`src/design/stpq_pkg.sv`:
```
// ---------------------------------------------------------------------------
// stpq_pkg
// Shared types and codes for the stable priority queue with remove by key.
// ---------------------------------------------------------------------------
package stpq_pkg;

  localparam int DEPTH = 16;
  localparam int IDX_W = $clog2(DEPTH);
  localparam int CNT_W = $clog2(DEPTH + 1);

  localparam logic [1:0] OP_INSERT = 2'd0;
  localparam logic [1:0] OP_SERVE  = 2'd1;
  localparam logic [1:0] OP_REMOVE = 2'd2;

  localparam logic [1:0] ST_OK        = 2'd0;
  localparam logic [1:0] ST_EMPTY     = 2'd1;
  localparam logic [1:0] ST_NOT_FOUND = 2'd2;
  localparam logic [1:0] ST_FULL      = 2'd3;

  typedef enum logic [1:0] {
    S_IDLE,
    S_EVAL,
    S_SCAN,
    S_FINISH
  } state_t;

  typedef enum logic [1:0] {
    ACT_NONE,
    ACT_INSERT,
    ACT_DROP
  } act_t;

  typedef struct packed {
    logic       capture;
    logic       scan_clr;
    logic       scan_step;
    logic       publish;
    act_t       act;
    logic [1:0] status;
  } cmd_t;

  typedef struct packed {
    logic [1:0] op;
    logic       full;
    logic       empty;
    logic       hit;
    logic       at_end;
    logic       out_busy;
  } stat_t;

endpackage

```
`src/design/stable_priority_queue_with_remove_unit.sv`:
```
// ---------------------------------------------------------------------------
// stable_priority_queue_with_remove_unit
// Ordered table of up to 16 entries: insert by urgency, serve head, remove.
// ---------------------------------------------------------------------------
// Requests enter on in_valid/in_stall with op, key, age and urgency. Each
// request gives one result on out_valid/out_stall: status, the served entry
// (zero unless a serve succeeded) and the occupancy after the request.
// Ops: insert, serve head, remove by key; the unused op code is a no-op.
// A request passes through the states eval, scan and finish; rejected
// requests skip the scan, a serve ends at the head, and insert and remove
// visit entries in order up to the occupied end. The scan reads one
// entry a cycle through a single read mux; the row shift on insert or
// removal is done in a single update by the whole table.
// in_stall is high from the accepted request until its result is written to
// the output register, so one request is in flight at a time; the next one
// may be accepted while the previous result is still waiting.
// A stalled receiver holds the result; a finished request then waits
// before it commits its update.
// Reset clears the occupancy count, the sequencer and out_valid; the table
// contents need no clearing since only occupied slots are read.
// ---------------------------------------------------------------------------
module stable_priority_queue_with_remove_unit (
  input  logic                       clk,
  input  logic                       rst,
  input  logic                       in_valid,
  output logic                       in_stall,
  input  logic [1:0]                 op,
  input  logic [31:0]                key,
  input  logic [7:0]                 age,
  input  logic [1:0]                 urgency,
  output logic                       out_valid,
  input  logic                       out_stall,
  output logic [1:0]                 status,
  output logic [31:0]                out_key,
  output logic [7:0]                 out_age,
  output logic [1:0]                 out_urgency,
  output logic [stpq_pkg::CNT_W-1:0] occupancy
);

  stpq_pkg::cmd_t  cmd;
  stpq_pkg::stat_t stat;

  stpq_ctrl u_ctrl (
    .clk      (clk),
    .rst      (rst),
    .in_valid (in_valid),
    .in_stall (in_stall),
    .stat     (stat),
    .cmd      (cmd)
  );

  stpq_datapath u_datapath (
    .clk         (clk),
    .rst         (rst),
    .op          (op),
    .key         (key),
    .age         (age),
    .urgency     (urgency),
    .out_valid   (out_valid),
    .out_stall   (out_stall),
    .status      (status),
    .out_key     (out_key),
    .out_age     (out_age),
    .out_urgency (out_urgency),
    .occupancy   (occupancy),
    .cmd         (cmd),
    .stat        (stat)
  );

endmodule

```
`src/design/stpq_ctrl.sv`:
```
// ---------------------------------------------------------------------------
// stpq_ctrl
// Sequencer: takes a request, walks the table and commits at most one update.
// ---------------------------------------------------------------------------
module stpq_ctrl (
  input  logic            clk,
  input  logic            rst,
  input  logic            in_valid,
  output logic            in_stall,
  input  stpq_pkg::stat_t stat,
  output stpq_pkg::cmd_t  cmd
);

  stpq_pkg::state_t state, state_next;
  stpq_pkg::act_t   act, act_next;
  logic [1:0]       sts, sts_next;

  always_ff @(posedge clk) begin
    if (rst) begin
      state <= stpq_pkg::S_IDLE;
      act   <= stpq_pkg::ACT_NONE;
      sts   <= stpq_pkg::ST_OK;
    end else begin
      state <= state_next;
      act   <= act_next;
      sts   <= sts_next;
    end
  end

  // next state, pending action and status
  always_comb begin
    state_next = state;
    act_next   = act;
    sts_next   = sts;
    case (state)
      stpq_pkg::S_IDLE: begin
        if (in_valid) begin
          state_next = stpq_pkg::S_EVAL;
        end
      end
      stpq_pkg::S_EVAL: begin
        act_next   = stpq_pkg::ACT_NONE;
        sts_next   = stpq_pkg::ST_OK;
        state_next = stpq_pkg::S_SCAN;
        case (stat.op)
          stpq_pkg::OP_INSERT: begin
            if (stat.full) begin
              sts_next   = stpq_pkg::ST_FULL;
              state_next = stpq_pkg::S_FINISH;
            end
          end
          stpq_pkg::OP_SERVE: begin
            if (stat.empty) begin
              sts_next   = stpq_pkg::ST_EMPTY;
              state_next = stpq_pkg::S_FINISH;
            end
          end
          stpq_pkg::OP_REMOVE: begin
          end
          default: begin
            state_next = stpq_pkg::S_FINISH;
          end
        endcase
      end
      stpq_pkg::S_SCAN: begin
        if (stat.at_end) begin
          state_next = stpq_pkg::S_FINISH;
          if (stat.op == stpq_pkg::OP_INSERT) begin
            act_next = stpq_pkg::ACT_INSERT;
          end else begin
            sts_next = stpq_pkg::ST_NOT_FOUND;
          end
        end else if (stat.hit) begin
          state_next = stpq_pkg::S_FINISH;
          if (stat.op == stpq_pkg::OP_INSERT) begin
            act_next = stpq_pkg::ACT_INSERT;
          end else begin
            act_next = stpq_pkg::ACT_DROP;
          end
        end
      end
      stpq_pkg::S_FINISH: begin
        if (!stat.out_busy) begin
          state_next = stpq_pkg::S_IDLE;
        end
      end
      default: begin
        state_next = stpq_pkg::S_IDLE;
      end
    endcase
  end

  // command outputs
  always_comb begin
    in_stall      = (state != stpq_pkg::S_IDLE);
    cmd.capture   = 1'b0;
    cmd.scan_clr  = 1'b0;
    cmd.scan_step = 1'b0;
    cmd.publish   = 1'b0;
    cmd.act       = act;
    cmd.status    = sts;
    case (state)
      stpq_pkg::S_IDLE: begin
        cmd.capture = in_valid;
      end
      stpq_pkg::S_EVAL: begin
        cmd.scan_clr = 1'b1;
      end
      stpq_pkg::S_SCAN: begin
        cmd.scan_step = !stat.at_end && !stat.hit;
      end
      stpq_pkg::S_FINISH: begin
        cmd.publish = !stat.out_busy;
      end
      default: begin
      end
    endcase
  end

endmodule

```
`src/design/stpq_datapath.sv`:
```
// ---------------------------------------------------------------------------
// stpq_datapath
// Entry table, scan pointer, occupancy count and result register.
// ---------------------------------------------------------------------------
module stpq_datapath (
  input  logic                       clk,
  input  logic                       rst,
  input  logic [1:0]                 op,
  input  logic [31:0]                key,
  input  logic [7:0]                 age,
  input  logic [1:0]                 urgency,
  output logic                       out_valid,
  input  logic                       out_stall,
  output logic [1:0]                 status,
  output logic [31:0]                out_key,
  output logic [7:0]                 out_age,
  output logic [1:0]                 out_urgency,
  output logic [stpq_pkg::CNT_W-1:0] occupancy,
  input  stpq_pkg::cmd_t             cmd,
  output stpq_pkg::stat_t            stat
);

  logic [1:0]  req_op;
  logic [31:0] req_key;
  logic [7:0]  req_age;
  logic [1:0]  req_urg;

  logic [31:0] entry_key     [stpq_pkg::DEPTH];
  logic [7:0]  entry_age     [stpq_pkg::DEPTH];
  logic [1:0]  entry_urgency [stpq_pkg::DEPTH];

  logic [stpq_pkg::CNT_W-1:0] count, count_next;
  logic [stpq_pkg::CNT_W-1:0] idx;
  logic [stpq_pkg::IDX_W-1:0] ridx;

  logic [31:0] rd_key;
  logic [1:0]  rd_urg;
  logic        hit;

  always_ff @(posedge clk) begin
    if (cmd.capture) begin
      req_op  <= op;
      req_key <= key;
      req_age <= age;
      req_urg <= urgency;
    end
  end

  always_ff @(posedge clk) begin
    if (rst) begin
      idx <= '0;
    end else if (cmd.scan_clr) begin
      idx <= '0;
    end else if (cmd.scan_step) begin
      idx <= idx + 1'b1;
    end
  end

  assign ridx   = idx[stpq_pkg::IDX_W-1:0];
  assign rd_key = entry_key[ridx];
  assign rd_urg = entry_urgency[ridx];

  always_comb begin
    case (req_op)
      stpq_pkg::OP_INSERT: hit = (rd_urg < req_urg);
      stpq_pkg::OP_SERVE:  hit = 1'b1;
      stpq_pkg::OP_REMOVE: hit = (rd_key == req_key);
      default:             hit = 1'b0;
    endcase
  end

  assign stat.op       = req_op;
  assign stat.full     = (count == stpq_pkg::CNT_W'(stpq_pkg::DEPTH));
  assign stat.empty    = (count == '0);
  assign stat.hit      = hit;
  assign stat.at_end   = (idx == count);
  assign stat.out_busy = out_valid && out_stall;

  always_comb begin
    count_next = count;
    if (cmd.publish) begin
      case (cmd.act)
        stpq_pkg::ACT_INSERT: count_next = count + 1'b1;
        stpq_pkg::ACT_DROP:   count_next = count - 1'b1;
        default:              count_next = count;
      endcase
    end
  end

  always_ff @(posedge clk) begin
    if (rst) begin
      count <= '0;
    end else begin
      count <= count_next;
    end
  end

  // whole-row shift at the scan position
  always_ff @(posedge clk) begin
    if (cmd.publish && cmd.act == stpq_pkg::ACT_INSERT) begin
      for (int i = 1; i < stpq_pkg::DEPTH; i++) begin
        if (stpq_pkg::CNT_W'(i) > idx) begin
          entry_key[i]     <= entry_key[i-1];
          entry_age[i]     <= entry_age[i-1];
          entry_urgency[i] <= entry_urgency[i-1];
        end
      end
      for (int i = 0; i < stpq_pkg::DEPTH; i++) begin
        if (stpq_pkg::CNT_W'(i) == idx) begin
          entry_key[i]     <= req_key;
          entry_age[i]     <= req_age;
          entry_urgency[i] <= req_urg;
        end
      end
    end else if (cmd.publish && cmd.act == stpq_pkg::ACT_DROP) begin
      for (int i = 0; i < stpq_pkg::DEPTH - 1; i++) begin
        if (stpq_pkg::CNT_W'(i) >= idx) begin
          entry_key[i]     <= entry_key[i+1];
          entry_age[i]     <= entry_age[i+1];
          entry_urgency[i] <= entry_urgency[i+1];
        end
      end
    end
  end

  always_ff @(posedge clk) begin
    if (rst) begin
      out_valid <= 1'b0;
    end else if (cmd.publish) begin
      out_valid <= 1'b1;
    end else if (!out_stall) begin
      out_valid <= 1'b0;
    end
  end

  always_ff @(posedge clk) begin
    if (cmd.publish) begin
      status    <= cmd.status;
      occupancy <= count_next;
      // a served entry is always the head
      if (cmd.act == stpq_pkg::ACT_DROP && req_op == stpq_pkg::OP_SERVE) begin
        out_key     <= entry_key[0];
        out_age     <= entry_age[0];
        out_urgency <= entry_urgency[0];
      end else begin
        out_key     <= '0;
        out_age     <= '0;
        out_urgency <= '0;
      end
    end
  end

endmodule
```
`config.mk`:
```
export PLATFORM = sky130hd
export DESIGN_NAME = stable_priority_queue_with_remove_unit
export DESIGN_NICKNAME = d
export VERILOG_FILES = /design/src/design/stpq_pkg.sv /design/src/design/stable_priority_queue_with_remove_unit.sv /design/src/design/stpq_ctrl.sv /design/src/design/stpq_datapath.sv
export SDC_FILE = /design/constraint.sdc
export NUM_CORES = 2
export LEC_CHECK = 0
export BUFFER_PORTS_ARGS = -buffer_cell sky130_fd_sc_hd__clkbuf_2
export CELL_PAD_IN_SITES_DETAIL_PLACEMENT = 1
export CELL_PAD_IN_SITES_GLOBAL_PLACEMENT = 1
export CORE_ASPECT_RATIO = 1.2
export CORE_UTILIZATION = 45
export DETAILED_ROUTE_END_ITERATION = 10
export GPL_ROUTABILITY_DRIVEN = 0
export PLACE_DENSITY = 0.72
export SYNTH_ARGS = -nofsm -noshare
export SYNTH_HDL_FRONTEND = slang
export SYNTH_SLANG_ARGS = --single-unit
export TNS_END_PERCENT = 100
```
`constraint.sdc`:
```
create_clock -name clk -period 9.95 [get_ports clk]
set_clock_uncertainty 0.1 [all_clocks]
set_input_delay 0.4975 -clock clk [delete_from_list [all_inputs] [get_ports clk]]
set_output_delay 0.4975 -clock clk [all_outputs]
set_load 0.02 [all_outputs]
```
# Word level (Yosys, flattened, before mapping)
# Memory sizes are Yosys's and may differ from the RTL's. A register that Yosys moved wholly into a read port is not among the register bits.
# Cells that the tools add are included.
# W data, S select, Z words.
[word_totals]
regBits = 110
ram_bits = 672
input_bits = 48
wordCells = 467
n_memories = 3
[classes]
n_addsub = 3
order_cmp = 31
n_eq_ne = 32
mux = 275
bitwise_logic = 90
n_reduce_logical = 18
[memory_table]
columns = ["memory", "depth", "word_bits", "read_ports", "rd_ports_with_merged_regs", "write_ports", "line_no", "source"]
rows = [
  ["u_datapath.entry_key", 16, 32, 17, 1, 16, "stpq_datapath.sv:28", "logic [31:0] entry_key [stpq_pkg::DEPTH];"],
  ["u_datapath.entry_age", 16, 8, 16, 0, 16, "stpq_datapath.sv:29", "logic [7:0] entry_age [stpq_pkg::DEPTH];"],
  ["u_datapath.entry_urgency", 16, 2, 17, 1, 16, "stpq_datapath.sv:30", "logic [1:0] entry_urgency [stpq_pkg::DEPTH];"],
]
[ops]
columns = ["operator", "count"]
rows = [
  ["$mux W32", 30],
  ["$mux W8", 30],
  ["$mux W1", 162],
  ["$or A1 B1 Y1", 90],
  ["$mux W2", 41],
  ["$eq A4 B5 Y1 const A", 8],
  ["$gt A4 B5 Y1 const A", 8],
  ["$ge A4 B5 Y1 const A", 7],
  ["$eq A32 B32 Y1", 1],
  ["$eq A3 B5 Y1 const A", 4],
  ["$ge A3 B5 Y1 const A", 4],
  ["$gt A3 B5 Y1 const A", 4],
  ["$mux W4", 4],
  ["$pmux W2 S2", 3],
  ["$add A5 B1 Y5 const B", 2],
  ["$eq A2 B5 Y1 const A", 2],
  ["$ge A1 B5 Y1 const A", 2],
  ["$ge A2 B5 Y1 const A", 2],
  ["$gt A2 B5 Y1 const A", 2],
  ["$logic_not A5 Y1", 2],
  ["$pmux W5 S2", 1],
  ["$reduce_and A3 Y1", 3],
  ["$eq A2 B2 Y1 const B", 4],
  ["$pmux W2 S4", 1],
  ["19 further kinds", 32],
]

# Depth between registers and ports, before layout
[logic_depth]
ltp_word = 8
mapped_depth = 16
depth_no_buf = 11

# Cells and area by module
# Synthesis repeated with hierarchy kept, for this count alone.
[hier_totals]
hier_cells = 3615
hier_area_um2 = 42954.9
[modules_own_cells]
columns = ["mod", "n_inst", "cells_per_inst", "area_per_inst_um2", "seq_area_each_um2"]
rows = [
  ["stpq_datapath", 1, 3565, 42505.8, 23272.3],
  ["stpq_ctrl", 1, 50, 449.2, 120.1],
]

# Worst setup path after synthesis
# Ideal clock, no wire load.
[synth_timing]
path_kind = "register to register"
startpoint = "register u_ctrl.state[1]"
endpoint = "memory u_datapath.entry_age[6][0], enable pin"
setup_ns = 0.505
arrival_ns = 6.225
path_slack_ns = 3.120
path_stages_with_launch = 6
n_path_buf = 1
synth_period_minus_slack_ns = 6.830
cell_sequence = "dfxtp_1 ha_1 and2_0 o21ai_0 clkbuf_1 a211oi_1"
[synth_rtl]
columns = ["item", "line_no", "source"]
rows = [
  ["start: declaration", "stpq_ctrl.sv:14", "stpq_pkg::state_t state, state_next;"],
  ["start signal: assignment", "stpq_ctrl.sv:20", "state <= stpq_pkg::S_IDLE;"],
  ["start signal: assignment", "stpq_ctrl.sv:24", "state <= state_next;"],
  ["end: declaration", "stpq_datapath.sv:29", ""],
]

==> results_dict.tcl <==
set metrics [dict create \
    r2r_slack_ns 4.30 \
    portBuffers 98 \
    cp_data_arrival_time_ns 6.14 \
    postSynthAreaPerCell_um2 11.80 \
    critical_path_required_ns 10.45 \
    whs_ns 0.1861 \
    leakage_uw 0.01809 \
    slew_headroom 0.1068 \
    ys_types 77 \
    crit_fanout 40 \
    nNetsFinal 3695 \
    track_usage 0.3153 \
    drt_iter0_markers 3220 \
    drtPass1Iterations 5 \
    htree_num_levels 3 \
    multiInputGateArea_um2 18620 \
    seq_area_um2 23410 \
    clk_pin_slew_ns 0.06 \
    cts_resized 0 \
    grt_pass1_vias 32700 \
    outcome "complete, no violations" \
    final.setup.tns_ns 0 \
    grt_antenna_before_repair 2 \
    setup_viol 0 \
    slowest_stage "nor2b_1" \
    crit_buf_inv 1 \
    ios 99 \
    vdd_drop_max_mv 0.1230 \
    async_reset_ff_frac 0 \
    area_delta_synth_final_pct 11.17 \
    initial_core_util 0.4538 \
    yosysTopAreaCell "edfxtp_1" \
    cap_violations 0 \
    yosys.area.top_type_share 0.5314 \
    num_rows 124 \
    cp.depth 11 \
    yosysSeqAreaShare 0.5411 \
    clock_latency_ns 0.67 \
    r2r_cells 11 \
    maxSlewViolCount 0 \
    hpwl_mm 87.62 \
    hold_class "input port to flop" \
    viasPerCell 6.438 \
    max_freq_mhz 177.1 \
    synth_edf_count 765 \
    cts_max_path_buffers 3 \
    syn_inst 3663 \
    powerDensity_nw_per_um2 168.0 \
    fp.dieW_um 284.9 \
    critPathTopFamily "simple AND/OR/NAND/NOR gates" \
    cts_tree "done" \
    wl_per_cell_um 31.19 \
    hold_violations 0 \
    numCtsBuffers 89 \
    yosys_warnings 0 \
    drive_gt1_frac 0.1511 \
    cp-start-kind "flop" \
    via_count 31930 \
    cts-root-buf "clkbuf_16" \
    synth_area_leaders "edfxtp_1 (53%), mux2i_1 (15%), mux4_2 (5.3%)" \
    clkSinkCount 786 \
    synthFlopType "edfxtp_1" \
    coreArea_um2 95260 \
    fin_crit_sh 0.5675 \
    dieArea_um2 97320 \
    max_slew.worst_pin.slew_ns 1.336 \
    antenna_cells 0 \
    synth.net_count 3726 \
    cp-endpoint "u_ctrl.state[0]$_SDFFE_PP0P_" \
    cpPeakStageDelay_ns 1.03 \
    path_class "flop to flop" \
    syn-cell-area_um2 43230 \
    grt_max_degree 85 \
    grt_pass1_wl_mm 225.6 \
    crit_chain "buf_4 > nor2b_1 > a22o_1 > a221oi_1 > xor2_1 > a2111oi_2 > nand4_1 > nor4_4 > nor3_2 > o31ai_1 > o311a_1" \
    die_h_um 341.5 \
    synth-seq-cells 786 \
    netlist_top_cells_count "edfxtp_1 (765), mux2i_1 (647), nor2_1 (348)" \
    rsz0062_at_grt "false" \
    ant_nets 0 \
    fillers 9882 \
    fin_crit_ns 5.646 \
    rr_endpoint "u_ctrl.state[0]$_SDFFE_PP0P_" \
    yosysMostFrequentCell "edfxtp_1" \
    drc_errors 0 \
    finalWirelength_mm 154.7 \
    grt_overflow_total 0 \
    endpoint_kind "flop" \
]
[report_power, final]
group	internal, µW	switching, µW	leakage (µW)
Sequential	3780	176	0.00709
Clock	1910	1440	0.00139
Combinational	307	464	0.00961
Total	6000	2080	0.0181
[cells by family after synthesis]
logic type	after synthesis	synth area share
simple gates	839	0.08338
compound gates	751	0.09346
fa+ha+maj	15	0.004515
mux	847	0.2292
buf+inv	365	0.03621
xor+xnor	60	0.01216
flops	786	0.5411
[worst min path at each step]
stage                                     from                                 to  slack (ns)  cells past startpoint
floorplan           u_ctrl.sts[0]$_SDFFE_PP0P_     u_datapath.status[0]$_DFFE_PP_        0.31                      0
global placement    u_ctrl.sts[0]$_SDFFE_PP0P_     u_datapath.status[0]$_DFFE_PP_        0.34                      0
detailed placement  u_ctrl.sts[0]$_SDFFE_PP0P_     u_datapath.status[0]$_DFFE_PP_        0.34                      0
CTS                                        rst  u_datapath.out_valid$_SDFFE_PP0P_        0.14                      2
global route                               rst         u_ctrl.sts[1]$_SDFFE_PP0P_        0.18                      2
finish                                     rst  u_datapath.out_valid$_SDFFE_PP0P_        0.19                      2
[routing by layer]
| metal | track usage | vias up | routed length (µm) |
|---|---|---|---|
| met2 | 0.5390 | 1339 | 76640 |
| met1 | 0.4063 | 16680 | 61890 |
| met4 | 0.1230 | 2 | 6064 |
| li1 | - | 13560 | - |
| met5 | 0 | - | 16 |
| met3 | 0.04140 | 347 | 10070 |
[stage by stage]
step | power, µW | cells | utilization | worst slack [ns] | area, µm²
final | 8074 | 4959 | 0.5045 | 4.304 | 48060
after floorplan | 4487 | 3663 | - | 3.120 | 43230
after global placement | 4742 | 4756 | 0.4700 | 4.537 | 44770
after global routing | 8294 | 4959 | 0.5045 | 4.151 | 48060
after CTS | 8104 | 4959 | 0.5045 | 4.446 | 48060
after detailed placement | 4777 | 4756 | 0.4700 | 4.486 | 44770
[layout make-up]
class / count / area share
clock inverters: 50 / 0.009320
clock buffers: 108 / 0.04978
flip-flops and latches: 786 / 0.4870
well taps: 1260 / 0.03280
inverters: 20 / 0.001562
multi-input cells: 2512 / 0.3874
repair buffers: 223 / 0.03207
[state kept, by name, summed over array words and instances (netlist names), named ones only]
name	flops
u_datapath.out_age	8
u_datapath.req_key	32
u_ctrl.state	2
u_datapath.count	5
u_datapath.entry_age	128
u_ctrl.sts	2
u_datapath.out_valid	1
u_datapath.req_op	2
u_datapath.out_urgency	2
u_ctrl.act	2
u_datapath.out_key	32
u_datapath.entry_urgency	32
u_datapath.occupancy	5
u_datapath.idx	5
u_datapath.entry_key	512
u_datapath.req_age	8
u_datapath.req_urg	2
u_datapath.status	2
[layout by cell type (no fill, tap or decap), types with 5 or more instances in the layout]
cell           count
or3_1              5
inv_1             19
nand2b_1           8
and2_1            50
nor3_1            10
a21o_1             6
mux2i_1          647
o22ai_1           47
ha_1              14
nand3_1           10
nor2b_1           12
nor2_1           333
clkbuf_16         92
bufinv_16          8
clkinv_2          13
xor2_1            37
clkbuf_1          13
dlygate4sd3_1     45
dfxtp_1           17
xnor2_1           23
mux4_2           102
a211oi_1           5
nand4_1            8
a221oi_1           7
clkinv_1          23
o21ai_0          308
nand3b_1           9
edfxtp_1         765
clkbuf_2          98
nor2_4            15
a31oi_1            6
nand2_1          324
buf_4             80
a22oi_1           11
a21oi_1          323
mux2_2            95
nand2_4            8
[worst register-to-register path: cells and delay by family, from the launching register on]
kind,cells,cell delay [ns]
buf+inv,1,0.74
compound gates,5,1.51
simple gates,4,2.10
flops,1,0.94
xor+xnor,1,0.20
[repair_timing]
action,CTS,global route
hold buffers,45,0
endpoints found under the hold margin,45,0
buffers inserted,0,0
Power figures use the tool's default switching activity.
